--- config.mk ---
export PLATFORM = sky130hd
export DESIGN_NAME = encoder_speed_p_controller
export DESIGN_NICKNAME = d
export VERILOG_FILES = /design/src/rtl/ecp_pkg.sv /design/src/rtl/ecp_cnt_unit.sv /design/src/rtl/ecp_tick_pipe.sv /design/src/rtl/encoder_speed_p_controller.sv
export SDC_FILE = /design/constraint.sdc
export NUM_CORES = 2
export LEC_CHECK = 0
export ABC_CLOCK_PERIOD_IN_PS = 12200
export BUFFER_PORTS_ARGS = -buffer_cell sky130_fd_sc_hd__buf_2
export CAP_MARGIN = 40
export CORE_UTILIZATION = 25
export DETAILED_ROUTE_END_ITERATION = 10
export HOLD_SLACK_MARGIN = 0.03
export PLACE_DENSITY_LB_ADDON = 0.2
export SYNTH_ARGS = -nofsm -noshare
export SYNTH_HDL_FRONTEND = slang
export SYNTH_HIERARCHICAL = 1
export SYNTH_SLANG_ARGS = --single-unit
--- constraint.sdc ---
create_clock -name aclk -period 12.2 [get_ports aclk]
set_clock_uncertainty 0.2 [all_clocks]
set_input_delay 1.83 -clock aclk [delete_from_list [all_inputs] [get_ports aclk]]
set_output_delay 1.83 -clock aclk [all_outputs]
set_load 0.02 [all_outputs]
--- src/rtl/ecp_pkg.sv ---
// shared types, constants and helper functions of the encoder speed controller
package ecp_pkg;

    localparam int COUNT_WIDTH = 16;
    localparam int WHEELS      = 2;
    localparam int WHEEL_W     = 1;
    localparam int SETPOINT_W  = 12;
    localparam int GAIN_W      = 16;
    localparam int SPEED_W     = 16;
    localparam int DUTY_W      = 7;
    localparam int CMP_W       = 12;

    localparam int PADDR_W     = 3;
    localparam int PDATA_W     = 32;
    localparam int REG_IDX_LSB = 2;
    localparam logic [PADDR_W-REG_IDX_LSB-1:0] REG_SPEED_GAIN = 1'b0;

    localparam logic OP_EDGE = 1'b0;
    localparam logic OP_TICK = 1'b1;

    // delta*K/10500 reduces to delta*NUM/DEN, the divide by DEN is a reciprocal multiply
    localparam longint unsigned SCALE_DIV   = 10500;
    localparam longint unsigned SCALE_A     = 60000;
    localparam longint unsigned SCALE_B     = 30000;
    localparam longint unsigned SCALE_GCD   = 1500;
    localparam longint unsigned NUM_A       = SCALE_A / SCALE_GCD;
    localparam longint unsigned NUM_B       = SCALE_B / SCALE_GCD;
    localparam longint unsigned DEN         = SCALE_DIV / SCALE_GCD;
    localparam int              RECIP_SHIFT = COUNT_WIDTH + 8;
    localparam longint unsigned RECIP       = ((64'd1 << RECIP_SHIFT) + DEN - 1) / DEN;
    localparam longint unsigned MUL_A       = NUM_A * RECIP;
    localparam longint unsigned MUL_B       = NUM_B * RECIP;
    localparam int              MUL_W       = $clog2(MUL_A + 1);
    localparam int              PROD_W      = COUNT_WIDTH + MUL_W;
    localparam int              RAW_W       = PROD_W - RECIP_SHIFT;

    localparam logic [MUL_W-1:0] LANE_MUL [WHEELS] = '{MUL_W'(MUL_A), MUL_W'(MUL_B)};

    localparam logic [SPEED_W-1:0] SPEED_MAX = {SPEED_W{1'b1}};

    localparam int ERR_W  = SPEED_W + 2;
    localparam int TERM_W = GAIN_W + 1 + ERR_W;
    localparam int ACC_W  = TERM_W + 1;
    localparam int FRAC_W = 10;

    localparam logic [DUTY_W-1:0] DUTY_MAX   = 7'd99;
    localparam logic [DUTY_W-1:0] DUTY_FLOOR = 7'd1;
    localparam logic [CMP_W-1:0]  CMP_TOP    = 12'd2499;
    localparam logic [CMP_W-1:0]  CMP_STEP   = 12'd24;

    typedef struct packed {
        logic                  op;
        logic                  wheel;
        logic                  direction_level;
        logic [SETPOINT_W-1:0] setpoint_a;
        logic [SETPOINT_W-1:0] setpoint_b;
    } ecp_in_t;

    typedef struct packed {
        logic [CMP_W-1:0]   compare_a;
        logic [CMP_W-1:0]   compare_b;
        logic [DUTY_W-1:0]  duty_a;
        logic [DUTY_W-1:0]  duty_b;
        logic [SPEED_W-1:0] speed_a;
        logic [SPEED_W-1:0] speed_b;
    } ecp_out_t;

    typedef struct packed {
        logic adv;
        logic take;
    } ecp_ctrl_t;

    typedef struct packed {
        logic                   valid;
        logic [COUNT_WIDTH-1:0] pos_a;
        logic [COUNT_WIDTH-1:0] pos_b;
        logic [SETPOINT_W-1:0]  setpoint_a;
        logic [SETPOINT_W-1:0]  setpoint_b;
    } ecp_sample_t;

    function automatic logic [CMP_W-1:0] cmp_of_duty(input logic [DUTY_W-1:0] d);
        return CMP_TOP - CMP_STEP * CMP_W'(d);
    endfunction

    // round half away from zero, then clamp to the duty range
    function automatic logic [DUTY_W-1:0] round_clamp(input logic signed [ACC_W-1:0] acc);
        logic [ACC_W-1:0]  mag;
        logic [ACC_W-1:0]  q;
        logic [DUTY_W-1:0] d;
        mag = acc[ACC_W-1] ? ACC_W'(-acc) : ACC_W'(acc);
        q   = (mag + (ACC_W'(1) << (FRAC_W - 1))) >> FRAC_W;
        if (acc[ACC_W-1]) begin
            d = DUTY_FLOOR;
        end else if (q >= ACC_W'(DUTY_MAX)) begin
            d = DUTY_MAX;
        end else if (q == '0) begin
            d = DUTY_FLOOR;
        end else begin
            d = q[DUTY_W-1:0];
        end
        return d;
    endfunction

endpackage

--- src/rtl/ecp_cnt_unit.sv ---
// position count memory with read-modify-write of edge requests and forwarding
module ecp_cnt_unit (
    input  logic                aclk,
    input  logic                aresetn,
    input  ecp_pkg::ecp_ctrl_t  ctrl,
    input  ecp_pkg::ecp_in_t    req,
    output ecp_pkg::ecp_sample_t sample
);
    import ecp_pkg::*;

    localparam logic [WHEEL_W-1:0] RD_ADDR1 = WHEEL_W'(1);

    logic [COUNT_WIDTH-1:0] cnt_mem [WHEELS];
    logic [WHEELS-1:0]      cnt_val_reg;

    logic [COUNT_WIDTH-1:0] rd0_reg;
    logic [COUNT_WIDTH-1:0] rd1_reg;
    logic                   s1_valid_reg;
    ecp_in_t                s1_req_reg;
    logic                   byp_valid_reg;
    logic [WHEEL_W-1:0]     byp_addr_reg;
    logic [COUNT_WIDTH-1:0] byp_data_reg;

    logic [WHEEL_W-1:0]     rd_addr0;
    logic [WHEEL_W-1:0]     s1_addr0;
    logic [COUNT_WIDTH-1:0] cur0;
    logic [COUNT_WIDTH-1:0] cur1;
    logic [COUNT_WIDTH-1:0] cnt_next;
    logic                   wr_en;

    assign rd_addr0 = (req.op == OP_TICK) ? '0 : req.wheel;
    assign s1_addr0 = (s1_req_reg.op == OP_TICK) ? '0 : s1_req_reg.wheel;

    assign cur0 = (byp_valid_reg && byp_addr_reg == s1_addr0) ? byp_data_reg : rd0_reg;
    assign cur1 = (byp_valid_reg && byp_addr_reg == RD_ADDR1) ? byp_data_reg : rd1_reg;

    assign cnt_next = s1_req_reg.direction_level ? cur0 + 1'b1 : cur0 - 1'b1;
    assign wr_en    = ctrl.adv && s1_valid_reg && (s1_req_reg.op == OP_EDGE);

    always_ff @(posedge aclk) begin
        if (ctrl.adv) begin
            rd0_reg      <= cnt_val_reg[rd_addr0] ? cnt_mem[rd_addr0] : '0;
            rd1_reg      <= cnt_val_reg[RD_ADDR1] ? cnt_mem[RD_ADDR1] : '0;
            s1_req_reg   <= req;
            byp_addr_reg <= s1_req_reg.wheel;
            byp_data_reg <= cnt_next;
        end
        if (wr_en) begin
            cnt_mem[s1_req_reg.wheel] <= cnt_next;
        end
    end

    always_ff @(posedge aclk) begin
        if (!aresetn) begin
            s1_valid_reg  <= 1'b0;
            byp_valid_reg <= 1'b0;
            cnt_val_reg   <= '0;
        end else if (ctrl.adv) begin
            s1_valid_reg  <= ctrl.take;
            byp_valid_reg <= wr_en;
            if (wr_en) begin
                cnt_val_reg[s1_req_reg.wheel] <= 1'b1;
            end
        end
    end

    assign sample.valid      = s1_valid_reg && (s1_req_reg.op == OP_TICK);
    assign sample.pos_a      = cur0;
    assign sample.pos_b      = cur1;
    assign sample.setpoint_a = s1_req_reg.setpoint_a;
    assign sample.setpoint_b = s1_req_reg.setpoint_b;

endmodule

--- src/rtl/ecp_tick_pipe.sv ---
// per-wheel tick pipeline: count delta, speed scaling, error, gain and duty update
module ecp_tick_pipe (
    input  logic                    aclk,
    input  logic                    aresetn,
    input  ecp_pkg::ecp_ctrl_t      ctrl,
    input  ecp_pkg::ecp_sample_t    sample,
    input  logic [ecp_pkg::GAIN_W-1:0] gain,
    output logic                    res_valid,
    output ecp_pkg::ecp_out_t       res
);
    import ecp_pkg::*;

    logic [COUNT_WIDTH-1:0] last_reg [WHEELS];
    logic [DUTY_W-1:0]      duty_reg [WHEELS];

    logic                   s2_valid_reg;
    logic [COUNT_WIDTH-1:0] delta_reg [WHEELS];
    logic [SETPOINT_W-1:0]  s2_sp_reg [WHEELS];

    logic                   s3_valid_reg;
    logic [PROD_W-1:0]      prod_reg [WHEELS];
    logic [SETPOINT_W-1:0]  s3_sp_reg [WHEELS];

    logic                   s4_valid_reg;
    logic signed [ERR_W-1:0] err_reg [WHEELS];
    logic [SPEED_W-1:0]     s4_speed_reg [WHEELS];

    logic                   s5_valid_reg;
    logic signed [TERM_W-1:0] term_reg [WHEELS];
    logic [SPEED_W-1:0]     s5_speed_reg [WHEELS];

    logic [COUNT_WIDTH-1:0] pos [WHEELS];
    logic [SETPOINT_W-1:0]  sp [WHEELS];
    logic [COUNT_WIDTH-1:0] diff [WHEELS];
    logic [COUNT_WIDTH-1:0] delta_next [WHEELS];
    logic [PROD_W-1:0]      prod_next [WHEELS];
    logic [RAW_W-1:0]       raw [WHEELS];
    logic [SPEED_W-1:0]     speed_next [WHEELS];
    logic signed [ERR_W-1:0] err_next [WHEELS];
    logic signed [TERM_W-1:0] term_next [WHEELS];
    logic signed [ACC_W-1:0] acc [WHEELS];
    logic [DUTY_W-1:0]      duty_next [WHEELS];

    assign pos[0] = sample.pos_a;
    assign pos[1] = sample.pos_b;
    assign sp[0]  = sample.setpoint_a;
    assign sp[1]  = sample.setpoint_b;

    always_comb begin
        for (int i = 0; i < WHEELS; i++) begin
            diff[i]       = pos[i] - last_reg[i];
            delta_next[i] = diff[i][COUNT_WIDTH-1] ? -diff[i] : diff[i];
            prod_next[i]  = PROD_W'(delta_reg[i]) * PROD_W'(LANE_MUL[i]);
            raw[i]        = prod_reg[i][PROD_W-1:RECIP_SHIFT];
            speed_next[i] = (raw[i] > RAW_W'(SPEED_MAX)) ? SPEED_MAX : raw[i][SPEED_W-1:0];
            err_next[i]   = $signed(ERR_W'(s3_sp_reg[i])) - $signed(ERR_W'(speed_next[i]));
            term_next[i]  = TERM_W'($signed({1'b0, gain})) * TERM_W'(err_reg[i]);
            acc[i]        = $signed(ACC_W'({duty_reg[i], FRAC_W'(0)})) + ACC_W'(term_reg[i]);
            duty_next[i]  = round_clamp(acc[i]);
        end
    end

    always_ff @(posedge aclk) begin
        if (ctrl.adv) begin
            for (int i = 0; i < WHEELS; i++) begin
                delta_reg[i]    <= delta_next[i];
                s2_sp_reg[i]    <= sp[i];
                prod_reg[i]     <= prod_next[i];
                s3_sp_reg[i]    <= s2_sp_reg[i];
                err_reg[i]      <= err_next[i];
                s4_speed_reg[i] <= speed_next[i];
                term_reg[i]     <= term_next[i];
                s5_speed_reg[i] <= s4_speed_reg[i];
            end
        end
    end

    always_ff @(posedge aclk) begin
        if (!aresetn) begin
            s2_valid_reg <= 1'b0;
            s3_valid_reg <= 1'b0;
            s4_valid_reg <= 1'b0;
            s5_valid_reg <= 1'b0;
            for (int i = 0; i < WHEELS; i++) begin
                last_reg[i] <= '0;
                duty_reg[i] <= '0;
            end
        end else if (ctrl.adv) begin
            s2_valid_reg <= sample.valid;
            s3_valid_reg <= s2_valid_reg;
            s4_valid_reg <= s3_valid_reg;
            s5_valid_reg <= s4_valid_reg;
            for (int i = 0; i < WHEELS; i++) begin
                if (sample.valid) begin
                    last_reg[i] <= pos[i];
                end
                if (s5_valid_reg) begin
                    duty_reg[i] <= duty_next[i];
                end
            end
        end
    end

    assign res_valid     = s5_valid_reg;
    assign res.compare_a = cmp_of_duty(duty_next[0]);
    assign res.compare_b = cmp_of_duty(duty_next[1]);
    assign res.duty_a    = duty_next[0];
    assign res.duty_b    = duty_next[1];
    assign res.speed_a   = s5_speed_reg[0];
    assign res.speed_b   = s5_speed_reg[1];

endmodule

--- src/rtl/encoder_speed_p_controller.sv ---
// top level of the two-wheel encoder speed controller with proportional duty update
// a tick request reaches m_valid through the s1, s2 to s5 and m_valid_reg registers
// throughput: one request per cycle while s_ready is high, edges and ticks alike, set by
// the single write port of the count memory and the one-stage read-modify-write around it
// the pipeline holds only while a finished tick result waits behind an untaken one
// reset: synchronous active-low aresetn clears counts, samples, duties and gain
module encoder_speed_p_controller (
    input  logic                             aclk,
    input  logic                             aresetn,
    input  logic                             s_valid,
    output logic                             s_ready,
    input  ecp_pkg::ecp_in_t                 s_data,
    output logic                             m_valid,
    input  logic                             m_ready,
    output ecp_pkg::ecp_out_t                m_data,
    input  logic                             psel,
    input  logic                             penable,
    input  logic                             pwrite,
    input  logic [ecp_pkg::PADDR_W-1:0]      paddr,
    input  logic [ecp_pkg::PDATA_W-1:0]      pwdata,
    output logic [ecp_pkg::PDATA_W-1:0]      prdata,
    output logic                             pready
);
    import ecp_pkg::*;

    ecp_ctrl_t          ctrl;
    ecp_sample_t        sample;
    ecp_out_t           res;
    logic               res_valid;

    logic               m_valid_reg;
    logic               m_valid_next;
    ecp_out_t           m_data_reg;
    logic [GAIN_W-1:0]  gain_reg;
    logic [GAIN_W-1:0]  gain_next;
    logic               gain_sel;

    assign ctrl.adv  = !(res_valid && m_valid_reg && !m_ready);
    assign ctrl.take = s_valid && ctrl.adv;
    assign s_ready   = ctrl.adv;

    ecp_cnt_unit u_cnt (
        .aclk    (aclk),
        .aresetn (aresetn),
        .ctrl    (ctrl),
        .req     (s_data),
        .sample  (sample)
    );

    ecp_tick_pipe u_tick (
        .aclk      (aclk),
        .aresetn   (aresetn),
        .ctrl      (ctrl),
        .sample    (sample),
        .gain      (gain_reg),
        .res_valid (res_valid),
        .res       (res)
    );

    always_comb begin
        m_valid_next = m_valid_reg;
        if (ctrl.adv && res_valid) begin
            m_valid_next = 1'b1;
        end else if (m_ready) begin
            m_valid_next = 1'b0;
        end
    end

    always_ff @(posedge aclk) begin
        if (!aresetn) begin
            m_valid_reg <= 1'b0;
        end else begin
            m_valid_reg <= m_valid_next;
        end
    end

    always_ff @(posedge aclk) begin
        if (ctrl.adv && res_valid) begin
            m_data_reg <= res;
        end
    end

    assign m_valid = m_valid_reg;
    assign m_data  = m_data_reg;

    // register file
    assign gain_sel  = (paddr[PADDR_W-1:REG_IDX_LSB] == REG_SPEED_GAIN);
    assign gain_next = (psel && penable && pwrite && gain_sel) ? pwdata[GAIN_W-1:0] : gain_reg;

    always_ff @(posedge aclk) begin
        if (!aresetn) begin
            gain_reg <= '0;
        end else begin
            gain_reg <= gain_next;
        end
    end

    assign prdata = gain_sel ? PDATA_W'(gain_reg) : '0;
    assign pready = 1'b1;

endmodule

==> flow_summary.json <==
{
  "muxShareOfSynthArea_pct": 1.35,
  "min_to": "u_tick/s3_sp_reg[0][16]",
  "yosysSeqAreaShare_pct": 26.6,
  "cp-end-kind": "flop",
  "ant_nets": 0,
  "hold_path_class": "flop to flop",
  "whs_ns": 0.214,
  "reg2reg_depth": 26,
  "clock_path_buffers": 3,
  "die_w_um": 489,
  "synth-async-reset-ratio_pct": 0,
  "cts_hold_buf": 0,
  "cts_tree": "yes",
  "cts-root-buf": "clkbuf_16",
  "yosysUniqueCellTypes": 115,
  "vias": 38566,
  "ys_ff_latch": 534,
  "min_path_cells": 0,
  "relSlewSlack_pct": 41.4,
  "tightestPinTransition_ns": 0.879,
  "critPathSlowestCell": "o31ai_1",
  "io_buffers": 138,
  "reg2reg_slack_ns": 3.69,
  "drive_gt1_share_pct": 7.14,
  "grt_pass1_wl_um": 230000,
  "r2r_start": "u_tick/term_reg[0][46]",
  "rows": 178,
  "die_h_um": 489,
  "core_um2": 236000,
  "grtUsageTotal_pct": 12.2,
  "grt_pass1_vias": 41157,
  "r2r_end": "m_data[57]",
  "critical_path.startpoint_type": "flop",
  "synth_top_family_by_area": "adder cells",
  "die-area_um2": 239000,
  "cts.reportedPaths.clkPinSlew_ns": 0.06,
  "synth-compound-area-share_pct": 7.14,
  "crit_arrival_ns": 8.86,
  "fin_crit_ns": 8.51,
  "synth_simple_gate_area_share_pct": 13.2,
  "overflow": 0,
  "numCtsBuffers": 70,
  "synth_xor_area_share_pct": 4.05,
  "first_pass_iters": 5,
  "drc": 0,
  "syn_to_final_growth_pct": 11.2,
  "wl_per_cell_um": 15.8,
  "io_pins": 174,
  "finalCritPeriodShare_pct": 69.8,
  "synth_edf_count": 509,
  "synth_top_cell_area_share_pct": 28.0,
  "synth-adder-area-share_pct": 38.9,
  "clock-sinks": 534,
  "start_util_pct": 25.2,
  "hpwl_um": 115000,
  "critPathKind": "flop to flop",
  "syn_avg_cell_area_um2": 10.4,
  "wirelength_um": 143000,
  "cts_resized": 0,
  "cp_slowest_stage_delay_ns": 0.73,
  "status": "completed",
  "netlist_top_cells_area": "fa_1 (28%), edfxtp_1 (26%), ha_1 (11%)",
  "fmax_mhz": 117,
  "synth.cell_area_um2": 59300,
  "drv_cap": 0,
  "synth_area_leader_cell": "fa_1",
  "grt_max_degree": 148,
  "slew_viol_final": 0,
  "cts_setup_buffers": 0,
  "setup_tns_ns": 0,
  "detail_route.iter0.violations": 1852,
  "cp.required_ns": 12.54,
  "htreeDepth": 3,
  "worstHoldStart": "u_tick/s2_sp_reg[0][16]",
  "rsz0062_at_grt": "false",
  "crit_path_max_fanout": 11,
  "synth_cells": 5708,
  "vias_per_cell": 4.28,
  "ys_warn_count": 6,
  "gp_congestion": 0.806,
  "hold_violations": 0,
  "setup_viol": 0,
  "synth_ff_type": "edfxtp_1",
  "antenna_found_initial": 7,
  "fin_nets": 7216,
  "clkLatencyLatePin_ns": 0.69
}
cells in the mapped netlist, drive strengths merged, types with 8 or more instances:
master,number
nor4,26
inv,1110
and2,321
a21o,42
ha,520
nor2b,41
buf,71
edfxtp,509
clkbuf,125
nor2,206
o21bai,17
o21a,34
mux2i,41
a21boi,28
nand2b,38
a211o,13
and4,10
a211oi,22
xnor2,198
o41ai,11
nand3,80
o211ai,22
fa,829
or3,44
or2,22
nand2,517
a31oi,24
nor3,90
o31ai,17
and3,49
or4,15
mux2,33
nor3b,14
o211a,8
xor2,76
dfxtp,25
o21ai,137
nand4,29
a21oi,177
cells in the final DEF (no fill, tap or decap), drive strengths merged, types with 41 or more instances in the layout:
master,instances
inv,1115
fa,829
ha,520
nand2,517
edfxtp,509
and2,321
nor2,206
xnor2,198
buf,195
a21oi,177
o21ai,137
nor3,90
clkbuf,83
nand3,80
xor2,76
and3,49
or3,44
a21o,42
mux2i,41
nor2b,41
logic make-up after synthesis:
logic type	count (synthesis)
AND/OR/NAND/NOR	1531
adder cells (fa/ha/maj)	1349
buffers and inverters	1307
AO/OA/AOI/OAI	635
flip-flops	534
XOR/XNOR	274
multiplexers	74
other	4
final cells by class:
cell class | count | area, um2
sequential | 534 | 15800
multi-input combinational | 3886 | 38500
tap | 3150 | 3940
clock inverter | 43 | 488
fill | 24986 | 170000
timing repair buffer | 195 | 1250
antenna | 3 | 7.51
inverter | 1111 | 4170
clock buffer | 83 | 1820
metal layers:
layer | vias up | GRT usage [%] | part of all wire (%)
li1 | 18633 | - | -
met1 | 19384 | 15.6 | 45
met2 | 434 | 21.5 | 50
met3 | 115 | 1.41 | 2.9
met4 | 0 | 2.99 | 2.0
met5 | - | 0 | 0
worst max path at each step:
stage	from	slack, ns	endpoint	cells after the start
after floorplan	m_ready	0.20	u_cnt/cnt_mem[0][0]	4
after global placement	u_tick/term_reg[0][12]	3.35	m_data[69]	31
after detailed placement	u_tick/term_reg[0][46]	3.68	m_data[57]	27
after CTS	u_tick/term_reg[0][46]	3.66	m_data[57]	26
after global routing	u_tick/term_reg[0][12]	2.95	m_data[69]	31
final	u_tick/term_reg[0][46]	3.69	m_data[57]	26
metrics by stage:
step	setup WS, ns	area, um2	instances	utilization [%]
after global placement	3.35	63400	8864	26.9
final	3.69	66000	9005	28.0
after floorplan	0.201	59400	5727	-
after global routing	2.95	66000	9005	28.0
after CTS	3.66	66000	9002	28.0
after detailed placement	3.68	63600	8876	27.0
critical path, delay by kind of cell (launching register included):
family / cells / cell delay, ns
AO/OA/AOI/OAI: 12 / 3.81
XOR/XNOR: 1 / 0.16
adder cells (fa/ha/maj): 3 / 1.01
buffers and inverters: 2 / 0.26
flip-flops: 1 / 0.40
AND/OR/NAND/NOR: 8 / 2.54
Power is not shown: default switching activity piles up to over one toggle a cycle in this logic, so the estimate is an artifact.
